--- src/rtl/core/rpf_pkg.sv ---
// Shared types and constants for the range prime finder.
package rpf_pkg;

  localparam int DEF_MAX_SPAN  = 64;
  localparam int DEF_NUM_WIDTH = 32;
  localparam int FIELD_W       = 32;

  typedef enum logic [1:0] {
    ST_PRIME   = 2'd0,
    ST_NONE    = 2'd1,
    ST_INVALID = 2'd2
  } status_t;

  typedef enum logic [3:0] {
    S_IDLE,
    S_CHECK,
    S_CAND,
    S_TEST,
    S_DIV,
    S_REM,
    S_FOUND,
    S_ADV,
    S_FINAL
  } state_t;

  typedef struct packed {
    logic load;       // take a new request
    logic check;      // latch the range check
    logic cand_init;  // first odd divisor 3, square 9
    logic div_start;  // start remainder unit
    logic div_step;   // one remainder bit
    logic next_div;   // next odd divisor
    logic found;      // current number is prime
    logic adv;        // next number
    logic final_res;  // closing result of the request
  } cmd_t;

  typedef struct packed {
    logic bad;
    logic n_lt2;
    logic n_is2;
    logic n_even;
    logic sq_gt_n;
    logic div_done;
    logic rem_zero;
    logic n_eq_hi;
    logic slot_free;
    logic pend_valid;
  } stat_t;

endpackage

--- src/rtl/core/rpf_ctrl.sv ---
// Controller state machine for the range prime finder.
module rpf_ctrl (
  input  logic          clk,
  input  logic          rst,
  input  logic          req_valid,
  output logic          req_ready,
  input  rpf_pkg::stat_t stat,
  output rpf_pkg::cmd_t  cmd
);

  rpf_pkg::state_t state, state_next;

  always_ff @(posedge clk) begin
    if (rst) begin
      state <= rpf_pkg::S_IDLE;
    end else begin
      state <= state_next;
    end
  end

  always_comb begin
    state_next = state;
    cmd        = '0;
    req_ready  = 1'b0;
    unique case (state)
      rpf_pkg::S_IDLE: begin
        req_ready = 1'b1;
        if (req_valid) begin
          cmd.load   = 1'b1;
          state_next = rpf_pkg::S_CHECK;
        end
      end
      rpf_pkg::S_CHECK: begin
        cmd.check = 1'b1;
        if (stat.bad) begin
          state_next = rpf_pkg::S_FINAL;
        end else begin
          state_next = rpf_pkg::S_CAND;
        end
      end
      rpf_pkg::S_CAND: begin
        priority if (stat.n_lt2) begin
          state_next = rpf_pkg::S_ADV;
        end else if (stat.n_is2) begin
          state_next = rpf_pkg::S_FOUND;
        end else if (stat.n_even) begin
          state_next = rpf_pkg::S_ADV;
        end else begin
          cmd.cand_init = 1'b1;
          state_next    = rpf_pkg::S_TEST;
        end
      end
      rpf_pkg::S_TEST: begin
        if (stat.sq_gt_n) begin
          state_next = rpf_pkg::S_FOUND;
        end else begin
          cmd.div_start = 1'b1;
          state_next    = rpf_pkg::S_DIV;
        end
      end
      rpf_pkg::S_DIV: begin
        cmd.div_step = 1'b1;
        if (stat.div_done) begin
          state_next = rpf_pkg::S_REM;
        end
      end
      rpf_pkg::S_REM: begin
        if (stat.rem_zero) begin
          state_next = rpf_pkg::S_ADV;
        end else begin
          cmd.next_div = 1'b1;
          state_next   = rpf_pkg::S_TEST;
        end
      end
      rpf_pkg::S_FOUND: begin
        if (stat.slot_free || !stat.pend_valid) begin
          cmd.found  = 1'b1;
          state_next = rpf_pkg::S_ADV;
        end
      end
      rpf_pkg::S_ADV: begin
        if (stat.n_eq_hi) begin
          state_next = rpf_pkg::S_FINAL;
        end else begin
          cmd.adv    = 1'b1;
          state_next = rpf_pkg::S_CAND;
        end
      end
      rpf_pkg::S_FINAL: begin
        if (stat.slot_free) begin
          cmd.final_res = 1'b1;
          state_next    = rpf_pkg::S_IDLE;
        end
      end
      default: begin
        state_next = rpf_pkg::S_IDLE;
      end
    endcase
  end

endmodule

--- src/rtl/core/rpf_datapath.sv ---
// Datapath: range registers, odd divisor and square, bit-serial remainder, result register.
module rpf_datapath #(
  parameter int NUM_WIDTH = rpf_pkg::DEF_NUM_WIDTH,
  parameter int MAX_SPAN  = rpf_pkg::DEF_MAX_SPAN
) (
  input  logic                        clk,
  input  logic                        rst,
  input  logic [rpf_pkg::FIELD_W-1:0] range_low,
  input  logic [rpf_pkg::FIELD_W-1:0] range_high,
  input  rpf_pkg::cmd_t               cmd,
  output rpf_pkg::stat_t              stat,
  output logic [rpf_pkg::FIELD_W-1:0] prime_value,
  output logic [1:0]                  status,
  output logic                        last,
  output logic                        res_valid,
  input  logic                        res_ready
);

  localparam int IW = (NUM_WIDTH < rpf_pkg::FIELD_W) ? NUM_WIDTH : rpf_pkg::FIELD_W;
  localparam int CW = $clog2(NUM_WIDTH + 1);

  logic [NUM_WIDTH-1:0]   n;
  logic [NUM_WIDTH-1:0]   hi;
  logic [NUM_WIDTH-1:0]   d;
  logic [NUM_WIDTH+1:0]   sq;
  logic [NUM_WIDTH:0]     rem;
  logic [NUM_WIDTH-1:0]   quo;
  logic [CW-1:0]          cnt;
  logic [NUM_WIDTH-1:0]   pend;
  logic                   pend_valid;
  logic                   bad;
  logic                   bad_now;
  logic [NUM_WIDTH:0]     rem_sh;
  logic                   emit_pend;
  logic [NUM_WIDTH-1:0]   out_value;
  rpf_pkg::status_t       out_status;
  logic                   out_last;

  assign bad_now = (n == '0) || (hi == '0) || (n >= hi) ||
                   ((hi - n) > NUM_WIDTH'(MAX_SPAN));
  assign rem_sh  = {rem[NUM_WIDTH-1:0], quo[NUM_WIDTH-1]};
  assign emit_pend = cmd.found && pend_valid;

  assign stat.bad        = bad_now;
  assign stat.n_lt2      = (n < NUM_WIDTH'(2));
  assign stat.n_is2      = (n == NUM_WIDTH'(2));
  assign stat.n_even     = ~n[0];
  assign stat.sq_gt_n    = (sq > {2'b00, n});
  assign stat.div_done   = (cnt == CW'(1));
  assign stat.rem_zero   = (rem == '0);
  assign stat.n_eq_hi    = (n == hi);
  assign stat.slot_free  = ~res_valid | res_ready;
  assign stat.pend_valid = pend_valid;

  always_ff @(posedge clk) begin
    if (cmd.load) begin
      n  <= NUM_WIDTH'(range_low[IW-1:0]);
      hi <= NUM_WIDTH'(range_high[IW-1:0]);
    end else if (cmd.adv) begin
      n <= n + NUM_WIDTH'(1);
    end
    if (cmd.check) begin
      bad <= bad_now;
    end
    if (cmd.cand_init) begin
      d  <= NUM_WIDTH'(3);
      sq <= (NUM_WIDTH + 2)'(9);
    end else if (cmd.next_div) begin
      d  <= d + NUM_WIDTH'(2);
      sq <= sq + {d, 2'b00} + (NUM_WIDTH + 2)'(4);
    end
    if (cmd.div_start) begin
      rem <= '0;
      quo <= n;
      cnt <= CW'(NUM_WIDTH);
    end else if (cmd.div_step) begin
      quo <= {quo[NUM_WIDTH-2:0], 1'b0};
      cnt <= cnt - CW'(1);
      if (rem_sh >= {1'b0, d}) begin
        rem <= rem_sh - {1'b0, d};
      end else begin
        rem <= rem_sh;
      end
    end
    if (cmd.found) begin
      pend <= n;
    end
  end

  always_ff @(posedge clk) begin
    if (rst) begin
      pend_valid <= 1'b0;
    end else if (cmd.load) begin
      pend_valid <= 1'b0;
    end else if (cmd.found) begin
      pend_valid <= 1'b1;
    end
  end

  // result register
  always_ff @(posedge clk) begin
    if (rst) begin
      res_valid <= 1'b0;
    end else if (emit_pend || cmd.final_res) begin
      res_valid <= 1'b1;
    end else if (res_ready) begin
      res_valid <= 1'b0;
    end
  end

  always_ff @(posedge clk) begin
    if (emit_pend) begin
      out_value  <= pend;
      out_status <= rpf_pkg::ST_PRIME;
      out_last   <= 1'b0;
    end else if (cmd.final_res) begin
      priority if (bad) begin
        out_value  <= '0;
        out_status <= rpf_pkg::ST_INVALID;
      end else if (pend_valid) begin
        out_value  <= pend;
        out_status <= rpf_pkg::ST_PRIME;
      end else begin
        out_value  <= '0;
        out_status <= rpf_pkg::ST_NONE;
      end
      out_last <= 1'b1;
    end
  end

  assign prime_value = rpf_pkg::FIELD_W'(out_value);
  assign status      = out_status;
  assign last        = out_last;

endmodule

--- src/rtl/core/range_prime_finder.sv ---
// Top level of the range prime finder: controller plus datapath.
//
// Request channel (req_valid/req_ready, range_low, range_high): one transfer
// is a range to search. It is taken only while no earlier request is open.
// Result channel (res_valid/res_ready, prime_value, status, last): one
// transfer per prime in ascending order, or a single no-primes or invalid
// result; last marks the closing transfer of a request.
// Flow: a request is loaded into the range registers, its range check is
// latched in the check state, and an invalid range goes straight to the final
// state. Each odd candidate n tries up to about (sqrt(n)/2) odd trial divisors,
// each on the one-bit-per-cycle remainder unit. A prime is held back until the
// next prime or the range end, so last can be marked.
// Throughput: one request at a time; the next request is taken the cycle
// after the closing result is loaded into the output register.
// Reset clears the state machine and the output valid; no results survive.
// On a receiver stall the output register holds its result; the search waits
// until it frees at a prime that must push out a held prime or at the range end.
module range_prime_finder #(
  parameter int NUM_WIDTH = rpf_pkg::DEF_NUM_WIDTH,
  parameter int MAX_SPAN  = rpf_pkg::DEF_MAX_SPAN
) (
  input  logic                        clk,
  input  logic                        rst,
  input  logic                        req_valid,
  output logic                        req_ready,
  input  logic [rpf_pkg::FIELD_W-1:0] range_low,
  input  logic [rpf_pkg::FIELD_W-1:0] range_high,
  output logic                        res_valid,
  input  logic                        res_ready,
  output logic [rpf_pkg::FIELD_W-1:0] prime_value,
  output logic [1:0]                  status,
  output logic                        last
);

  rpf_pkg::cmd_t  cmd;
  rpf_pkg::stat_t stat;

  rpf_ctrl u_ctrl (
    .clk       (clk),
    .rst       (rst),
    .req_valid (req_valid),
    .req_ready (req_ready),
    .stat      (stat),
    .cmd       (cmd)
  );

  rpf_datapath #(
    .NUM_WIDTH (NUM_WIDTH),
    .MAX_SPAN  (MAX_SPAN)
  ) u_dp (
    .clk         (clk),
    .rst         (rst),
    .range_low   (range_low),
    .range_high  (range_high),
    .cmd         (cmd),
    .stat        (stat),
    .prime_value (prime_value),
    .status      (status),
    .last        (last),
    .res_valid   (res_valid),
    .res_ready   (res_ready)
  );

`ifndef SYNTH
  a_prime_nonzero: assert property (@(posedge clk) disable iff (rst)
    res_valid && (status == rpf_pkg::ST_PRIME) |-> (prime_value >= 2))
    else $error("prime result below two");

  a_other_closes: assert property (@(posedge clk) disable iff (rst)
    res_valid && (status != rpf_pkg::ST_PRIME) |-> last && (prime_value == '0))
    else $error("non-prime result not closing or nonzero");

  a_emit_slot: assert property (@(posedge clk) disable iff (rst)
    (cmd.final_res || (cmd.found && stat.pend_valid)) |-> stat.slot_free)
    else $error("result loaded over an untaken result");
`endif

endmodule
--- config.mk ---
export PLATFORM = sky130hd
export DESIGN_NAME = range_prime_finder
export DESIGN_NICKNAME = d
export VERILOG_FILES = /design/src/rtl/core/rpf_pkg.sv /design/src/rtl/core/rpf_ctrl.sv /design/src/rtl/core/rpf_datapath.sv /design/src/rtl/core/range_prime_finder.sv
export SDC_FILE = /design/constraint.sdc
export NUM_CORES = 1
export LEC_CHECK = 0
export BUFFER_PORTS_ARGS = -buffer_cell sky130_fd_sc_hd__clkbuf_2
export CORE_UTILIZATION = 35
export DETAILED_ROUTE_END_ITERATION = 10
export PLACE_DENSITY = 0.6
export RECOVER_POWER = 50
export REMOVE_ABC_BUFFERS = 1
export SLEW_MARGIN = 20
export SYNTH_ARGS = -nofsm -noshare
export SYNTH_HDL_FRONTEND = slang
export SYNTH_SLANG_ARGS = --single-unit
--- constraint.sdc ---
create_clock -name clk -period 10.9 [get_ports clk]
set_input_delay 2.18 -clock clk [delete_from_list [all_inputs] [get_ports clk]]
set_output_delay 2.18 -clock clk [all_outputs]
set_load 0.005 [all_outputs]
==> flow_metrics.env, run 1 <==
export IMPL_setup_viol=0
export IMPL_wl_um=54260
export IMPL_ys_ff_latch=271
export IMPL_antenna_found_initial=1
export IMPL_initial_core_util=0.3542
export IMPL_synth_compound_area_frac=0.1741
export IMPL_synthArstFlopShare=0
export IMPL_wire_per_inst_um=20.09
export IMPL_clock_path_buffers=3
export IMPL_crit_path_max_fanout=84
export IMPL_grt_max_degree=85
export IMPL_ys_types=85
export IMPL_synth_most_common_cell="nand2_1"
export IMPL_grt_pass1_wl_um=84120
export IMPL_final_setup_tns_ns=0
export IMPL_drtIter0Drc=1149
export IMPL_power_frac_seq=0.400
export IMPL_rsz0062_at_grt="no"
export IMPL_yosys_area_top_type="edfxtp_1"
export IMPL_cts_resized_gates=0
export IMPL_place_detailed_hpwl_um=42320
export IMPL_syn_cell_area_um2=17730
export IMPL_clock_latency_ns=0.57
export IMPL_hp_start="u_dp.status[1]"
export IMPL_port_buffers=104
export IMPL_synth_top_family_by_area="simple AND/OR/NAND/NOR gates"
export IMPL_intPower_uw=2106
export IMPL_final_hold_viol_count=0
export IMPL_ctsRootBufferMaster="clkbuf_16"
export IMPL_placed_area_um2=18970
export IMPL_slew_violations=204
export IMPL_tightestPinTransition_ns=4.273
export IMPL_via_count=15083
export IMPL_postCtsSetupBuffers=0
export IMPL_die_w_um=227.1
export IMPL_cts_hold_buf=0
export IMPL_track_usage=0.2112
export IMPL_netlist_top_cells_count="nand2_1, edfxtp_1, ha_1, nor2_1, a21oi_1"
export IMPL_synth_flop_cell="edfxtp_1"
export IMPL_yosys_area_share_simple=0.1916
export IMPL_p_comb_frac=0.264
export IMPL_n_antenna_cell=0
export IMPL_routabilityCongestion=1.060
export IMPL_syn_area_per_cell_um2=9.245
export IMPL_drt_vias_per_instance=5.584
export IMPL_cap_violations=5
export IMPL_grt_pass1_vias=14664
export IMPL_synth_top_cells_by_area="edfxtp_1, dfxtp_1, ha_1"
export IMPL_p_leak_uw=0.007849
export IMPL_ys_seq_area_frac=0.3968
export IMPL_synthAdderAreaFrac=0.1145
export IMPL_dieArea_um2=51570
export IMPL_cts_made_buffers=34
export IMPL_crit_arrival_ns=6.45
export IMPL_fmax_mhz=157.3
export IMPL_drive_above_1_share=0.08034
export IMPL_multiInputGateArea_um2=10090
export IMPL_fin_crit_sh=0.5831
export IMPL_violations="max-capacitance violations, max-slew violations"
export IMPL_clock_sinks=271
export IMPL_synth_top_area_frac=0.2727
export IMPL_yosysWarnings=0
export IMPL_grt_overflow=0
export IMPL_synthMuxAreaShare=0.02766
export IMPL_final_seq_area_um2=7037
export IMPL_min_path_type="flop to flop"
export IMPL_cts_reportedPaths_clkPinSlew_ns=0.06
export IMPL_nFillCells=5091
export IMPL_min_period_ns=6.355
export IMPL_p_sw_uw=1063
export IMPL_nNetsFinal=2232
export IMPL_irDropWorstVdd_uv=96.12
export IMPL_postLayoutCellArea_um2=19900
export IMPL_cts_tree="built"
export IMPL_clock_power_share=0.336
export IMPL_endpoint_kind="flop"
export IMPL_drc=0
export IMPL_rows=82
export IMPL_syn_inst=1918
export IMPL_synth_edff_count=161
export IMPL_powerDensity_nw_per_um2=159.2
export IMPL_worstSetupPathType="input pin to flop"
export IMPL_swShare=0.3356
export IMPL_skew_ns=0.03707
export IMPL_status="complete, but fails checks"
export IMPL_start_kind="input pin"
export IMPL_core_area_um2=50070
export IMPL_synth_xor_area_frac=0.05927
export IMPL_die_h_um=227.1
export IMPL_ant_nets=0
export IMPL_critPathLaunch="req_valid"
export IMPL_first_pass_iters=9
export IMPL_syn2layout_area_growth_pct=12.22
export IMPL_slew_headroom=-1.848
export IMPL_htree_levels=2
export IMPL_cp_required_ns=11.00
export IMPL_io_pin_count=105
export IMPL_r2r_start="u_ctrl.state[3]"
cell usage in the layout, fill, tap and decap left out, types with 56 or more instances in the layout:
cell type  Yosys  layout
o21ai_0       95      96
inv_1         95      95
ha_1         159     159
dfxtp_1      110     110
clkbuf_1      51      70
nor2_1       146     145
nor3_1        56      56
xnor2_1       95      95
a21oi_1      119     118
nand2_1      195     195
edfxtp_1     161     161
power groups by stage:
stage	Clock (uW)	Sequential [uW]	Combinational [uW]
global route	1130	1280	932
detailed placement	0	1280	824
CTS	1090	1260	830
finish	1070	1270	837
global placement	0	1280	815
floorplan	0	1240	622
sequential cells by signal, summed over array words and instances (netlist names):
register and cells:
u_ctrl.state 4, u_dp.bad 1, u_dp.cnt 6, u_dp.d 31, u_dp.hi 32, u_dp.last 1
u_dp.n 32, u_dp.pend 32, u_dp.pend_valid 1, u_dp.prime_value 32, u_dp.quo 32, u_dp.rem 33
u_dp.res_valid 1, u_dp.sq 31, u_dp.status 2
path summary, 6_finish.rpt:
kind / to / slack (ns) / depth (start not counted)
max: u_dp.n[15] / 4.54 / 5
min: u_dp.status[1] / 0.46 / 2
max reg2reg: u_dp.n[15] / 5.20 / 5
min reg2reg: u_dp.status[1] / 0.46 / 2
metal layers:
| layer | track usage | share of wire | vias to the layer above |
|---|---|---|---|
| li1 | - | - | 7257 |
| met2 | 0.3480 | 0.47 | 504 |
| met5 | 0 | 0 | - |
| met3 | 0.03123 | 0.058 | 110 |
| met4 | 0.08530 | 0.038 | 0 |
| met1 | 0.2765 | 0.44 | 7212 |
logic make-up after synthesis:
family / after synthesis
mux: 45
compound gates: 470
fa+ha+maj: 161
buf+inv: 165
xor+xnor: 120
simple gates: 686
flops: 271
metrics by stage:
step | instances | power, uW | worst slack, ns | hold WS, ns | util
6_report | 2701 | 3169 | 4.545 | 0.4601 | 0.3974
3_3_place_gp | 2639 | 2098 | 6.327 | 0.4543 | 0.3787
3_5_place_dp | 2639 | 2109 | 6.334 | 0.4576 | 0.3789
5_1_grt | 2701 | 3335 | 4.091 | 0.4928 | 0.3974
2_1_floorplan | 1849 | 1859 | 4.556 | 0.4343 | -
4_1_cts | 2701 | 3182 | 6.639 | 0.4637 | 0.3996
cell type report:
class	count	area share
Clock inverter	15	0.005282
Sequential cell	271	0.3536
Tap cell	672	0.04225
Timing Repair Buffer	118	0.02697
Multi-Input combinational cell	1482	0.5070
Inverter	96	0.01811
Clock buffer	47	0.04678
worst max-delay path: stages:
cell and delay [ns]:
clkbuf_1 0.13, nand2_1 0.40, clkinv_1 0.12, clkbuf_1 2.99, o21ai_0 0.55
(Power assumes the default switching activity.)
==> run 2: changes to the inputs <==
Settings changed: ABC_AREA from default to 1.
Clock period 10.9 ns to 6.05 ns, I/O delays scaled along.
==> flow_metrics.env, run 2 <==
export IMPL_syn_inst=2555
export IMPL_endpoint_kind="flop"
export IMPL_setup_viol=0
export IMPL_core_area_um2=52970
export IMPL_power_frac_seq=0.410
export IMPL_ys_seq_area_frac=0.3715
export IMPL_drt_vias_per_instance=5.181
export IMPL_netlist_top_cells_count="nand2_1, inv_1, nor2_1, a21oi_1"
export IMPL_synth_flop_cell="edfxtp_1"
export IMPL_wire_per_inst_um=17.35
export IMPL_die_h_um=234.6
export IMPL_synth_most_common_cell="nand2_1"
export IMPL_grt_pass1_wl_um=92160
export IMPL_ant_nets=0
export IMPL_cts_made_buffers=34
export IMPL_placed_area_um2=20250
export IMPL_syn_cell_area_um2=18940
export IMPL_fin_crit_sh=0.7077
export IMPL_synth_top_area_frac=0.2553
export IMPL_postCtsSetupBuffers=0
export IMPL_clock_latency_ns=0.55
export IMPL_p_comb_frac=0.224
export IMPL_status="complete, but fails checks"
export IMPL_yosys_area_top_type="edfxtp_1"
export IMPL_dieArea_um2=55050
export IMPL_clock_power_share=0.366
export IMPL_rsz0062_at_grt="no"
export IMPL_violations="max-capacitance violations, max-slew violations"
export IMPL_min_path_type="flop to flop"
export IMPL_syn_area_per_cell_um2=7.413
export IMPL_synth_top_cells_by_area="edfxtp_1, nand2_1, dfxtp_1"
export IMPL_crit_arrival_ns=4.50
export IMPL_crit_slowest_cell="clkbuf_1"
export IMPL_cp_required_ns=6.26
export IMPL_skew_ns=0.02122
export IMPL_antenna_found_initial=0
export IMPL_n_antenna_cell=0
export IMPL_slowest_delay_ns=1.29
export IMPL_start_kind="input pin"
export IMPL_routabilityCongestion=0.9700
export IMPL_cts_resized_gates=0
export IMPL_cap_violations=2
export IMPL_rows=84
export IMPL_nNetsFinal=2892
export IMPL_io_pin_count=105
export IMPL_final_cells=3376
export IMPL_grt_max_degree=83
export IMPL_cts_hold_buf=0
export IMPL_die_w_um=234.6
export IMPL_via_count=17490
export IMPL_p_sw_uw=1731
export IMPL_syn2layout_area_growth_pct=11.96
export IMPL_irDropWorstVdd_uv=166.7
export IMPL_synth_edff_count=161
export IMPL_fmax_mhz=233.6
export IMPL_tightestPinTransition_ns=2.052
export IMPL_cts_tree="built"
export IMPL_dp_slack_ns=2.646
export IMPL_clock_path_buffers=3
export IMPL_critPathTopFamily="buffers and inverters"
export IMPL_utilization=0.4003
export IMPL_intPower_uw=3575
export IMPL_worst_slack_ns=1.768
export IMPL_slew_headroom=-0.3681
export IMPL_crit_buf_inv=3
export IMPL_largest_register="u_dp.rem"
export IMPL_clock_sinks=271
export IMPL_crit_path_max_fanout=34
export IMPL_worstSetupPathType="input pin to flop"
export IMPL_wl_um=58570
export IMPL_drive_above_1_share=0.06399
export IMPL_slew_violations=68
export IMPL_ys_ff_latch=271
export IMPL_ctsRootBufferMaster="clkbuf_16"
export IMPL_min_period_ns=4.282
export IMPL_drtIter0Drc=1495
export IMPL_yosysWarnings=0
export IMPL_port_buffers=104
export IMPL_cts_reportedPaths_clkPinSlew_ns=0.05
export IMPL_htree_levels=2
export IMPL_p_leak_uw=0.01004
export IMPL_first_pass_iters=6
export IMPL_postLayoutCellArea_um2=21200
export IMPL_track_usage=0.2100
export IMPL_swShare=0.3262
export IMPL_final_cell_mix="nand2_1, inv_1, nor2_1, a21oi_1, o21ai_0"
export IMPL_place_detailed_hpwl_um=46320
export IMPL_final_hold_viol_count=0
export IMPL_placedCellCount=3315
export IMPL_drc=0
export IMPL_grt_overflow=0
export IMPL_initial_core_util=0.3575
export IMPL_grt_pass1_vias=16516
export IMPL_final_common_cell="nand2_1"
export IMPL_ys_types=60
export IMPL_largest_reg_flops=33
export IMPL_path_cells="clkbuf_2 -> nor2_1 -> a21oi_4 -> clkbuf_1 -> o21ai_0 -> clkbuf_1 -> nor2_1"
export IMPL_powerDensity_nw_per_um2=250.2
export IMPL_synthArstFlopShare=0
==> run 2: cell types whose count changed after synthesis, sizes merged, moves of 33 or more <==
cell	change
nand3	+60
xnor2	-66
a21o	-45
nor2	+64
and2	-36
o21ai	+71
nand2	+487
a21oi	+71
inv	+280
xor2	+33
==> run 2: cell type report <==
| cell class | instances | area, um2 |
|---|---|---|
| Sequential cell | 271 | 7037 |
| Tap cell | 688 | 860.8 |
| Clock buffer | 47 | 929.6 |
| Timing Repair Buffer | 117 | 579.3 |
| Clock inverter | 14 | 105.1 |
| Inverter | 375 | 1408 |
| Multi-Input combinational cell | 1864 | 10280 |
| Fill cell | 5521 | 31770 |
==> run 2: kinds of logic after synthesis <==
logic type,share of synthesized area
and+or+nand+nor,0.2668
xor gates and xnor gates,0.04023
adders and majority gates,0.1072
AOI/OAI and AO/OA,0.1299
DFF,0.3715
buffers and inverters,0.08436
==> run 2: per-layer routing <==
metal	vias up	wire, um	GRT usage
li1	8735	-	-
met1	8162	28100	0.2959
met2	521	25880	0.3331
met3	72	3239	0.03184
met4	0	1349	0.05702
met5	-	0	0
==> run 2: power by group through the flow <==
stage / Clock (uW) / Combinational, uW / Sequential [uW]
5_1_grt: 2050 / 1340 / 2190
3_3_place_gp: 0 / 1170 / 2210
6_report: 1940 / 1190 / 2180
2_1_floorplan: 0 / 829 / 2180
4_1_cts: 1990 / 1190 / 2180
3_5_place_dp: 0 / 1180 / 2210
==> run 2: metrics by stage <==
step                      TNS [ns]  hold slack (ns)  total power (uW)
after global placement           0           0.4672              3378
after CTS                        0           0.4818              5346
after floorplan             -8.122           0.4498              3004
after detailed placement         0           0.4686              3393
after global routing             0           0.4940              5577
final                            0           0.4814              5306
==> run 2: worst paths after layout <==
check,slack (ns),endpoint,from,cells past startpoint
min reg2reg,0.48,u_dp.cnt[2],u_dp.cnt[2],2
max,1.77,u_dp.prime_value[14],res_ready,7
min,0.48,u_dp.cnt[2],u_dp.cnt[2],2
max reg2reg,2.04,u_dp.prime_value[14],u_ctrl.state[2],10
==> run 2: worst min-delay path, delay by kind of cell, from the launching register on <==
kind / cells / cell delay (ns)
AOI/OAI and AO/OA: 2 / 0.13
DFF: 1 / 0.30
